$ cat src/hw/rtl/sntp_rc_pkg.sv
// Package: item types, field positions, status codes and constants for the SNTP reply checker.
`timescale 1ns / 1ps

package sntp_rc_pkg;

  // Packet layout, byte positions within the reply
  localparam logic [5:0] PKT_BYTES  = 6'd48;
  localparam logic [5:0] HDR_POS    = 6'd0;
  localparam logic [5:0] STRAT_POS  = 6'd1;
  localparam logic [5:0] ORIG_FIRST = 6'd24;
  localparam logic [5:0] ORIG_LAST  = 6'd31;
  localparam logic [5:0] XMIT_FIRST = 6'd40;
  localparam logic [5:0] XMIT_LAST  = 6'd47;

  // Header decode
  localparam logic [2:0] MODE_SERVER = 3'd4;
  localparam logic [1:0] LI_UNSYNC   = 2'd3;
  localparam logic [7:0] STRATUM_MAX = 8'd15;

  // Time conversion
  localparam logic [31:0] NTP_UNIX_OFFSET = 32'd2208988800;
  localparam logic [51:0] US_PER_SEC      = 52'd1000000;

  // Configuration register indexes
  localparam int unsigned CFG_IDX_W = 1;
  localparam logic [CFG_IDX_W-1:0] REG_NONCE_HIGH = 1'd0;
  localparam logic [CFG_IDX_W-1:0] REG_NONCE_LOW  = 1'd1;

  typedef enum logic [2:0] {
    ST_OK        = 3'd0,
    ST_SHORT     = 3'd1,
    ST_NOT_SERV  = 3'd2,
    ST_BAD_STRAT = 3'd3,
    ST_UNSYNC    = 3'd4,
    ST_NONCE     = 3'd5,
    ST_ZERO_TIME = 3'd6,
    ST_PRE_1970  = 3'd7
  } status_t;

  typedef struct packed {
    logic [7:0]  reply_byte;
    logic        last_byte;
    logic [63:0] send_ticks;
    logic [63:0] receive_ticks;
  } in_item_t;

  typedef struct packed {
    logic [2:0]  status;
    logic [50:0] unix_us;
    logic [63:0] rtt_ticks;
    logic [63:0] mid_ticks;
  } out_item_t;

  // Classified packet handed from front to back
  typedef struct packed {
    status_t     status;
    logic [63:0] xmit_stamp;
    logic [63:0] send_ticks;
    logic [63:0] receive_ticks;
  } job_t;

  // Back stage 1: offset seconds, round trip
  typedef struct packed {
    status_t     status;
    logic [31:0] sec_off;
    logic [31:0] frac;
    logic [63:0] rtt;
    logic [63:0] send_ticks;
  } stage1_t;

  // Back stage 2: products, midpoint
  typedef struct packed {
    status_t     status;
    logic [51:0] us_sec;
    logic [19:0] us_frac;
    logic [63:0] rtt;
    logic [63:0] mid;
  } stage2_t;

endpackage

$ cat src/hw/rtl/sntp_rc_front.sv
// Front end: nonce registers, per-byte capture and packet classification.
`timescale 1ns / 1ps

module sntp_rc_front (
  input  logic                           clk,
  input  logic                           rst_n,
  input  logic                           in_fire,
  input  sntp_rc_pkg::in_item_t          in_item,
  input  logic                           cfg_fire,
  input  logic [sntp_rc_pkg::CFG_IDX_W-1:0] cfg_index,
  input  logic [31:0]                    cfg_data,
  output logic                           push,
  output sntp_rc_pkg::job_t              job
);
  import sntp_rc_pkg::*;

  logic [31:0] nonce_high_r, nonce_high_nxt;
  logic [31:0] nonce_low_r, nonce_low_nxt;
  logic [5:0]  count_r, count_nxt, count_post;
  logic [7:0]  header_r, header_nxt, header_post;
  logic [7:0]  stratum_r, stratum_nxt, stratum_post;
  logic [63:0] orig_r, orig_nxt, orig_post;
  logic [63:0] xmit_r, xmit_nxt, xmit_post;
  logic [31:0] sec;
  status_t     status;

  // Configuration writes
  always_comb begin
    nonce_high_nxt = nonce_high_r;
    nonce_low_nxt  = nonce_low_r;
    if (cfg_fire) begin
      case (cfg_index)
        REG_NONCE_HIGH: nonce_high_nxt = cfg_data;
        REG_NONCE_LOW:  nonce_low_nxt  = cfg_data;
        default: ;
      endcase
    end
  end

  // State after this byte is captured
  always_comb begin
    count_post   = count_r;
    header_post  = header_r;
    stratum_post = stratum_r;
    orig_post    = orig_r;
    xmit_post    = xmit_r;
    if (count_r < PKT_BYTES) begin
      count_post = count_r + 6'd1;
      if (count_r == HDR_POS) begin
        header_post = in_item.reply_byte;
      end else if (count_r == STRAT_POS) begin
        stratum_post = in_item.reply_byte;
      end else if (count_r >= ORIG_FIRST && count_r <= ORIG_LAST) begin
        orig_post = {orig_r[55:0], in_item.reply_byte};
      end else if (count_r >= XMIT_FIRST && count_r <= XMIT_LAST) begin
        xmit_post = {xmit_r[55:0], in_item.reply_byte};
      end
    end
  end

  // Checks in priority order
  assign sec = xmit_post[63:32];
  always_comb begin
    if (count_post < PKT_BYTES)                               status = ST_SHORT;
    else if (header_post[2:0] != MODE_SERVER)                 status = ST_NOT_SERV;
    else if (stratum_post == 8'd0 || stratum_post > STRATUM_MAX) status = ST_BAD_STRAT;
    else if (header_post[7:6] == LI_UNSYNC)                   status = ST_UNSYNC;
    else if (orig_post[63:32] != nonce_high_r ||
             orig_post[31:0] != nonce_low_r)                  status = ST_NONCE;
    else if (sec == 32'd0)                                    status = ST_ZERO_TIME;
    else if (sec < NTP_UNIX_OFFSET)                           status = ST_PRE_1970;
    else                                                      status = ST_OK;
  end

  always_comb begin
    count_nxt   = count_r;
    header_nxt  = header_r;
    stratum_nxt = stratum_r;
    orig_nxt    = orig_r;
    xmit_nxt    = xmit_r;
    if (in_fire) begin
      count_nxt   = in_item.last_byte ? 6'd0 : count_post;
      header_nxt  = header_post;
      stratum_nxt = stratum_post;
      orig_nxt    = orig_post;
      xmit_nxt    = xmit_post;
    end
  end

  // One job per packet, on its last byte
  assign push              = in_fire && in_item.last_byte;
  assign job.status        = status;
  assign job.xmit_stamp    = xmit_post;
  assign job.send_ticks    = in_item.send_ticks;
  assign job.receive_ticks = in_item.receive_ticks;

  always_ff @(posedge clk) begin
    if (!rst_n) begin
      nonce_high_r <= '0;
      nonce_low_r  <= '0;
      count_r      <= '0;
      header_r     <= '0;
      stratum_r    <= '0;
      orig_r       <= '0;
      xmit_r       <= '0;
    end else begin
      nonce_high_r <= nonce_high_nxt;
      nonce_low_r  <= nonce_low_nxt;
      count_r      <= count_nxt;
      header_r     <= header_nxt;
      stratum_r    <= stratum_nxt;
      orig_r       <= orig_nxt;
      xmit_r       <= xmit_nxt;
    end
  end

endmodule

$ cat src/hw/rtl/sntp_rc_fifo.sv
// Two-entry job queue between front and back.
`timescale 1ns / 1ps

module sntp_rc_fifo (
  input  logic               clk,
  input  logic               rst_n,
  input  logic               push,
  input  sntp_rc_pkg::job_t  push_job,
  input  logic               pop,
  output logic               full,
  output logic               not_empty,
  output sntp_rc_pkg::job_t  head_job
);
  import sntp_rc_pkg::*;

  job_t       slot_r [2];
  logic       wr_ptr_r, wr_ptr_nxt;
  logic       rd_ptr_r, rd_ptr_nxt;
  logic [1:0] count_r, count_nxt;

  assign full      = (count_r == 2'd2);
  assign not_empty = (count_r != 2'd0);
  assign head_job  = slot_r[rd_ptr_r];

  always_comb begin
    wr_ptr_nxt = push ? ~wr_ptr_r : wr_ptr_r;
    rd_ptr_nxt = pop ? ~rd_ptr_r : rd_ptr_r;
    count_nxt  = count_r + {1'b0, push} - {1'b0, pop};
  end

  always_ff @(posedge clk) begin
    if (push) begin
      slot_r[wr_ptr_r] <= push_job;
    end
  end

  always_ff @(posedge clk) begin
    if (!rst_n) begin
      wr_ptr_r <= 1'b0;
      rd_ptr_r <= 1'b0;
      count_r  <= '0;
    end else begin
      wr_ptr_r <= wr_ptr_nxt;
      rd_ptr_r <= rd_ptr_nxt;
      count_r  <= count_nxt;
    end
  end

endmodule

$ cat src/hw/rtl/sntp_rc_back.sv
// Back end: three-stage time conversion and round-trip pipeline with output register.
`timescale 1ns / 1ps

module sntp_rc_back (
  input  logic                   clk,
  input  logic                   rst_n,
  input  logic                   job_valid,
  input  sntp_rc_pkg::job_t      job,
  output logic                   job_ready,
  output logic                   out_valid,
  input  logic                   out_ready,
  output sntp_rc_pkg::out_item_t out_item
);
  import sntp_rc_pkg::*;

  stage1_t   s1_r, s1_nxt;
  stage2_t   s2_r, s2_nxt;
  out_item_t s3_r, s3_nxt;
  logic      v1_r, v2_r, v3_r;
  logic      rdy1, rdy2, rdy3;
  logic [51:0] frac_prod;
  logic [51:0] us_sum;

  // Stage moves when its successor is empty or moving
  assign rdy3      = !v3_r || out_ready;
  assign rdy2      = !v2_r || rdy3;
  assign rdy1      = !v1_r || rdy2;
  assign job_ready = rdy1;

  // Stage 1: seconds since 1970, round trip
  always_comb begin
    s1_nxt.status     = job.status;
    s1_nxt.sec_off    = job.xmit_stamp[63:32] - NTP_UNIX_OFFSET;
    s1_nxt.frac       = job.xmit_stamp[31:0];
    s1_nxt.rtt        = job.receive_ticks - job.send_ticks;
    s1_nxt.send_ticks = job.send_ticks;
  end

  // Stage 2: scale to microseconds, midpoint
  assign frac_prod = {20'd0, s1_r.frac} * US_PER_SEC;
  always_comb begin
    s2_nxt.status  = s1_r.status;
    s2_nxt.us_sec  = {20'd0, s1_r.sec_off} * US_PER_SEC;
    s2_nxt.us_frac = frac_prod[51:32];
    s2_nxt.rtt     = s1_r.rtt;
    s2_nxt.mid     = s1_r.send_ticks + {1'b0, s1_r.rtt[63:1]};
  end

  // Stage 3: sum, zero on any failed check
  assign us_sum = s2_r.us_sec + {32'd0, s2_r.us_frac};
  always_comb begin
    s3_nxt.status    = s2_r.status;
    s3_nxt.unix_us   = (s2_r.status == ST_OK) ? us_sum[50:0] : 51'd0;
    s3_nxt.rtt_ticks = s2_r.rtt;
    s3_nxt.mid_ticks = s2_r.mid;
  end

  assign out_valid = v3_r;
  assign out_item  = s3_r;

  // Payload registers
  always_ff @(posedge clk) begin
    if (rdy1) s1_r <= s1_nxt;
    if (rdy2) s2_r <= s2_nxt;
    if (rdy3) s3_r <= s3_nxt;
  end

  // Valid bits
  always_ff @(posedge clk) begin
    if (!rst_n) begin
      v1_r <= 1'b0;
      v2_r <= 1'b0;
      v3_r <= 1'b0;
    end else begin
      if (rdy1) v1_r <= job_valid;
      if (rdy2) v2_r <= v1_r;
      if (rdy3) v3_r <= v2_r;
    end
  end

endmodule

$ cat src/hw/rtl/sntp_rc_top_dummy_unused.sv
// Configuration write port: always ready, passes the register index on with the write strobe.
`timescale 1ns / 1ps

module sntp_rc_cfg_port (
  input  logic                              cfg_valid,
  input  logic [sntp_rc_pkg::CFG_IDX_W-1:0] cfg_index,
  output logic                              cfg_ready,
  output logic                              cfg_fire,
  output logic [sntp_rc_pkg::CFG_IDX_W-1:0] cfg_sel
);
  import sntp_rc_pkg::*;

  // Writes are always taken; the index is passed on with the strobe
  assign cfg_ready = 1'b1;
  assign cfg_fire  = cfg_valid;
  assign cfg_sel   = cfg_index;

endmodule

$ cat src/hw/rtl/sntp_reply_check_convert.sv
// Top level: SNTP reply checker and time converter.
//
// Usage:
//   in_*  : one reply byte per item with last_byte marking the final byte;
//           send_ticks and receive_ticks are used on the last byte only.
//   out_* : one result per packet (status, unix_us, rtt_ticks, mid_ticks).
//   cfg_* : register writes, index 0 nonce_high, index 1 nonce_low; always ready.
// Throughput: one input item per cycle while in_ready is high. The front
//   registers each byte as it is accepted; a two-entry queue feeds a
//   three-stage back pipeline whose longest step is one 32x20 multiply.
// Path: after the edge that accepts its last byte, a packet's job waits in a
//   queue slot, then passes through stages 1, 2 and 3 to out_valid.
// Stall: when out_ready is low the pipeline fills, then the queue; in_ready
//   drops only when the queue holds two packets. Bytes that do not end a
//   packet only need in_ready.
// Reset: synchronous, active low; clears the byte count, captured fields,
//   nonce registers and all valid bits. No clearing pass is needed.
`timescale 1ns / 1ps

module sntp_reply_check_convert (
  input  logic                              clk,
  input  logic                              rst_n,
  input  logic                              in_valid,
  output logic                              in_ready,
  input  sntp_rc_pkg::in_item_t             in_item,
  output logic                              out_valid,
  input  logic                              out_ready,
  output sntp_rc_pkg::out_item_t            out_item,
  input  logic                              cfg_valid,
  output logic                              cfg_ready,
  input  logic [sntp_rc_pkg::CFG_IDX_W-1:0] cfg_index,
  input  logic [31:0]                       cfg_data
);
  import sntp_rc_pkg::*;

  logic                 in_fire;
  logic                 cfg_fire;
  logic [CFG_IDX_W-1:0] cfg_sel;
  logic                 push;
  job_t                 push_job;
  logic                 q_full;
  logic                 q_not_empty;
  job_t                 head_job;
  logic                 back_ready;
  logic                 pop;

  assign in_ready = !q_full;
  assign in_fire  = in_valid && in_ready;
  assign pop      = q_not_empty && back_ready;

  sntp_rc_cfg_port u_cfg (
    .cfg_valid (cfg_valid),
    .cfg_index (cfg_index),
    .cfg_ready (cfg_ready),
    .cfg_fire  (cfg_fire),
    .cfg_sel   (cfg_sel)
  );

  sntp_rc_front u_front (
    .clk       (clk),
    .rst_n     (rst_n),
    .in_fire   (in_fire),
    .in_item   (in_item),
    .cfg_fire  (cfg_fire),
    .cfg_index (cfg_sel),
    .cfg_data  (cfg_data),
    .push      (push),
    .job       (push_job)
  );

  sntp_rc_fifo u_fifo (
    .clk       (clk),
    .rst_n     (rst_n),
    .push      (push),
    .push_job  (push_job),
    .pop       (pop),
    .full      (q_full),
    .not_empty (q_not_empty),
    .head_job  (head_job)
  );

  sntp_rc_back u_back (
    .clk       (clk),
    .rst_n     (rst_n),
    .job_valid (q_not_empty),
    .job       (head_job),
    .job_ready (back_ready),
    .out_valid (out_valid),
    .out_ready (out_ready),
    .out_item  (out_item)
  );

endmodule

$ cat config.mk
export PLATFORM = sky130hd
export DESIGN_NAME = sntp_reply_check_convert
export DESIGN_NICKNAME = d
export VERILOG_FILES = /design/src/hw/rtl/sntp_rc_pkg.sv /design/src/hw/rtl/sntp_rc_front.sv /design/src/hw/rtl/sntp_rc_fifo.sv /design/src/hw/rtl/sntp_rc_back.sv /design/src/hw/rtl/sntp_rc_top_dummy_unused.sv /design/src/hw/rtl/sntp_reply_check_convert.sv
export SDC_FILE = /design/constraint.sdc
export NUM_CORES = 2
export LEC_CHECK = 0
export BUFFER_PORTS_ARGS = -buffer_cell sky130_fd_sc_hd__buf_2
export CORE_ASPECT_RATIO = 0.75
export CORE_MARGIN = 2
export CORE_UTILIZATION = 60
export CTS_CLUSTER_DIAMETER = 60
export DETAILED_ROUTE_END_ITERATION = 8
export PLACE_DENSITY = 0.84
export SETUP_SLACK_MARGIN = 0.15
export SYNTH_ARGS = -nofsm -noshare
export SYNTH_HDL_FRONTEND = slang
export SYNTH_SLANG_ARGS = --single-unit
$ cat constraint.sdc
create_clock -name clk -period 24.4 [get_ports clk]
set_clock_uncertainty 0.2 [all_clocks]
set_input_delay 3.66 -clock clk [delete_from_list [all_inputs] [get_ports clk]]
set_output_delay 3.66 -clock clk [all_outputs]
set_load 0.01 [all_outputs]
==> flow_summary_export.csv <==
group,metric,value,unit
clock_network,clk_latency,0.73,ns
critical_path,cp.arrival,7.34,ns
timing,grt_setup_unrepaired,"false",
layout,final_net_count,6423,
timing,fmax,139,MHz
timing,timing_worst_slew_pin_value,1.32,ns
layout,area_delta_synth_final,10.9,%
logic_synthesis,postSynthNetCount,6086,
critical_path,crit_chain,"buf_2 > and2_2 > buf_4 > nand2_1 > nor2_4 > buf_4 > buf_4",
critical_path,slowest_stage,"sky130_fd_sc_hd__buf_4",
logic_synthesis,synth_top_cell_by_area,"sky130_fd_sc_hd__edfxtp_1",
critical_path,worstReg2RegStart,"u_back.s1_r[141]$_DFFE_PN_",
timing,maxSlewHeadroom,11.5,%
die,boundaryPins,360,
logic_synthesis,synth_edf_count,963,
place,port_buffers,358,
detailed_routing,vias_per_cell,5.76,
clock_network,tritoncts_clock_tree,"yes",
detailed_routing,route.antenna.remaining_nets,0,
layout,final_common_cell,"sky130_fd_sc_hd__edfxtp_1",
clock_network,cts_inserted_buffers,113,
detailed_routing,detailedRoute.firstIterationViolations,3762,
die,number_of_placement_rows,103,
logic_synthesis,synth_sequential_area_ratio,52.1,%
global_routing,grtUsageTotal,25.5,%
timing,fin_crit_sh,29.5,%
layout,layout-drive-gt1-share,13.2,%
job,number_of_violations_of_the_max_capacitance_limit,0,
die,core_area,0.105,sq mm
timing,finalSetupTns,0,ns
clock_network,post-cts-setup-buffer-count,0,
detailed_routing,drt_first_pass_iters,8,
global_routing,grt_pass1_wl,220,mm
clock_network,ctsRootBufferMaster,"sky130_fd_sc_hd__clkbuf_16",
critical_path,r2r.worst_path.cells,22,
logic_synthesis,synth_flop_cell,"sky130_fd_sc_hd__edfxtp_1",
worst_hold_path,hold_start,"u_back.s2_r[4]$_DFFE_PP_",
critical_path,timing.critical_path.buf_inv,4,
logic_synthesis,postSynth.asyncResetShare,0,%
worst_hold_path,hold_worst_path_end,"u_back.out_item[4]$_DFFE_PP_",
global_routing,first_global_vias,39900,
layout,final_cell_mix,"sky130_fd_sc_hd__edfxtp_1, sky130_fd_sc_hd__inv_1, sky130_fd_sc_hd__ha_1",
detailed_routing,detail_route.wl_per_cell,20.2,microns
logic_synthesis,synth.cell_area,0.0640,sq mm
die,die-width,381,microns
logic_synthesis,yosys_warnings,0,
timing,setup_viol_count_final,0,
logic_synthesis,synth_cell_type_count,80,
logic_synthesis,syn_area_per_cell,12.3,sq um
clock_network,clk_pin_slew,0.06,ns
die,starting_density_of_the_core,60.7,%
critical_path,timing_worst_setup_path_type,"input port to flop",
clock_network,post_cts.resized_instances,0,
status,run_status,"finished clean",
clock_network,clock_sink_count,1182,
die,fp.dieH,287,microns
global_routing,gr-total-overflow,0,
critical_path,crit_path_launch_type,"input port",
worst_hold_path,min_path_type,"flop to flop",
clock_network,cts_max_level,3,
clock_network,clock_path_buffers,3,
detailed_routing,via_count,40500,
critical_path,timing.critical_path.to_type,"flop",
global_routing,grt_start_max_net_pins,136,
logic_synthesis,synth_cells,5195,
timing,minimum_period_implied_by_the_final_worst_setup_slack,7.20,ns
critical_path,worst_ep_required_time,24.54,ns
logic_synthesis,synthDominantCellAreaShare,45.2,%
timing,final_hold_viol_count,0,
die,floorplan.die_area,0.109,sq mm
critical_path,gate_family_responsible_for_the_most_delay_along_the_worst_path,"buffers and inverters",
critical_path,critical_path_peak_fanout,97,
critical_path,critPathMaxStageDelay,0.85,ns
place,detailed_place_hpwl,103,mm
detailed_routing,route.detailed.drc,0,
detailed_routing,finalWirelength,142,mm
place,gpl.final_weighted_congestion,0.954,
clock_network,cts.hold.buffers_added,0,
critical_path,cp_common_cell,"sky130_fd_sc_hd__buf_4",
logic_synthesis,cell_types_with_the_largest_area_share_after_synthesis,"sky130_fd_sc_hd__edfxtp_1, sky130_fd_sc_hd__ha_1, sky130_fd_sc_hd__fa_1, sky130_fd_sc_hd__dfxtp_1, sky130_fd_sc_hd__inv_1",
global_routing,antenna_found_initial,6,
timing,count_of_pins_over_their_slew_limit,0,
worst_hold_path,cell_depth_of_the_worst_hold_path,0,
critical_path,reg2reg_to,"u_back.s2_r[147]$_DFFE_PP_",
critical_path,ff2ff_setup_slack,17.41,ns
logic_synthesis,yosys_register_bits,1182,
==> state kept, by name, summed over array words and instances (netlist names), named ones only <==
signal	flops
u_back.v1_r	1
u_fifo.slot_r	390
u_front.count_r	6
u_back.s1_r	195
u_front.nonce_high_r	32
u_front.nonce_low_r	32
u_front.stratum_r	8
u_back.s2_r	196
u_fifo.wr_ptr_r	1
u_back.out_valid	1
u_fifo.count_r	2
u_back.v2_r	1
u_back.out_item	182
u_front.xmit_r	64
u_fifo.rd_ptr_r	1
u_front.header_r	5
u_front.orig_r	64
==> synth_stat cells, types with 46 or more instances <==
master / n
sky130_fd_sc_hd__clkbuf_1: 124
sky130_fd_sc_hd__nor3b_1: 46
sky130_fd_sc_hd__o21ai_0: 127
sky130_fd_sc_hd__a21oi_1: 223
sky130_fd_sc_hd__xnor2_1: 155
sky130_fd_sc_hd__a21boi_0: 135
sky130_fd_sc_hd__mux2i_1: 177
sky130_fd_sc_hd__nor2_1: 244
sky130_fd_sc_hd__nand2_1: 445
sky130_fd_sc_hd__a21o_1: 93
sky130_fd_sc_hd__edfxtp_1: 963
sky130_fd_sc_hd__nor2b_1: 46
sky130_fd_sc_hd__nor3_1: 51
sky130_fd_sc_hd__nand3_1: 59
sky130_fd_sc_hd__fa_1: 272
sky130_fd_sc_hd__nand4_1: 56
sky130_fd_sc_hd__inv_1: 551
sky130_fd_sc_hd__xor2_1: 157
sky130_fd_sc_hd__mux2_2: 146
sky130_fd_sc_hd__dfxtp_1: 219
sky130_fd_sc_hd__ha_1: 444
==> worst reg2reg max path, delay by kind of cell, from the launching register on <==
| kind | cells | cell delay [ns] |
|---|---|---|
| AO/OA/AOI/OAI | 9 | 2.42 |
| XOR/XNOR | 1 | 0.13 |
| adder cells (fa/ha/maj) | 7 | 3.05 |
| flip-flops | 1 | 0.50 |
| buffers and inverters | 5 | 0.43 |
==> cells by family after synthesis <==
logic type	Yosys count	synth area share (%)
flip-flops	1182	52.1
AND/OR/NAND/NOR	1111	8.15
AO/OA/AOI/OAI	836	8.69
adder cells (fa/ha/maj)	716	17.2
buffers and inverters	714	4.26
multiplexers	323	5.34
XOR/XNOR	312	4.27
other	1	0.00586
==> area by class of cell <==
class | count | area [sq um]
tap | 1417 | 1770
clock buffer | 143 | 3080
timing repair buffer | 385 | 2010
inverter | 551 | 2080
multi-input combinational | 3299 | 28000
fill | 7377 | 34500
clock inverter | 65 | 697
sequential | 1182 | 33300
antenna | 1 | 2.50
==> metal layers <==
metal	routed length, microns	vias up	global-route usage, %
met3	10800	229	4.43
li1	-	19000	-
met4	3730	2	7.00
met1	61700	19800	36.8
met2	65700	1539	40.3
met5	13	-	0
==> stage by stage <==
step / cell area [sq um] / setup slack (ns) / util (%) / hold slack (ns) / instances
2_1_floorplan: 64000 / 11.20 / - / 0.200 / 5195
5_1_grt: 70900 / 16.93 / 67.3 / 0.223 / 7042
3_3_place_gp: 67100 / 16.56 / 63.7 / 0.201 / 6834
3_5_place_dp: 67100 / 16.45 / 63.7 / 0.205 / 6834
4_1_cts: 70900 / 17.23 / 67.3 / 0.215 / 7042
6_report: 70900 / 17.20 / 67.3 / 0.213 / 7043
==> worst max-delay path by stage <==
stage,from,end,depth (start not counted)
6_report,in_valid,u_fifo.slot_r[0][87]$_DFFE_PP_,7
5_1_grt,in_valid,u_fifo.slot_r[0][87]$_DFFE_PP_,7
4_1_cts,in_valid,u_fifo.slot_r[0][83]$_DFFE_PP_,7
3_5_place_dp,in_valid,u_fifo.slot_r[0][73]$_DFFE_PP_,7
3_3_place_gp,in_valid,u_fifo.slot_r[0][83]$_DFFE_PP_,7
2_1_floorplan,in_valid,u_fifo.wr_ptr_r$_SDFFE_PN0P_,5
Power is left out: the tool's default activity adds up to more than one toggle a clock period on the data nets, which glitch-free logic cannot reach.
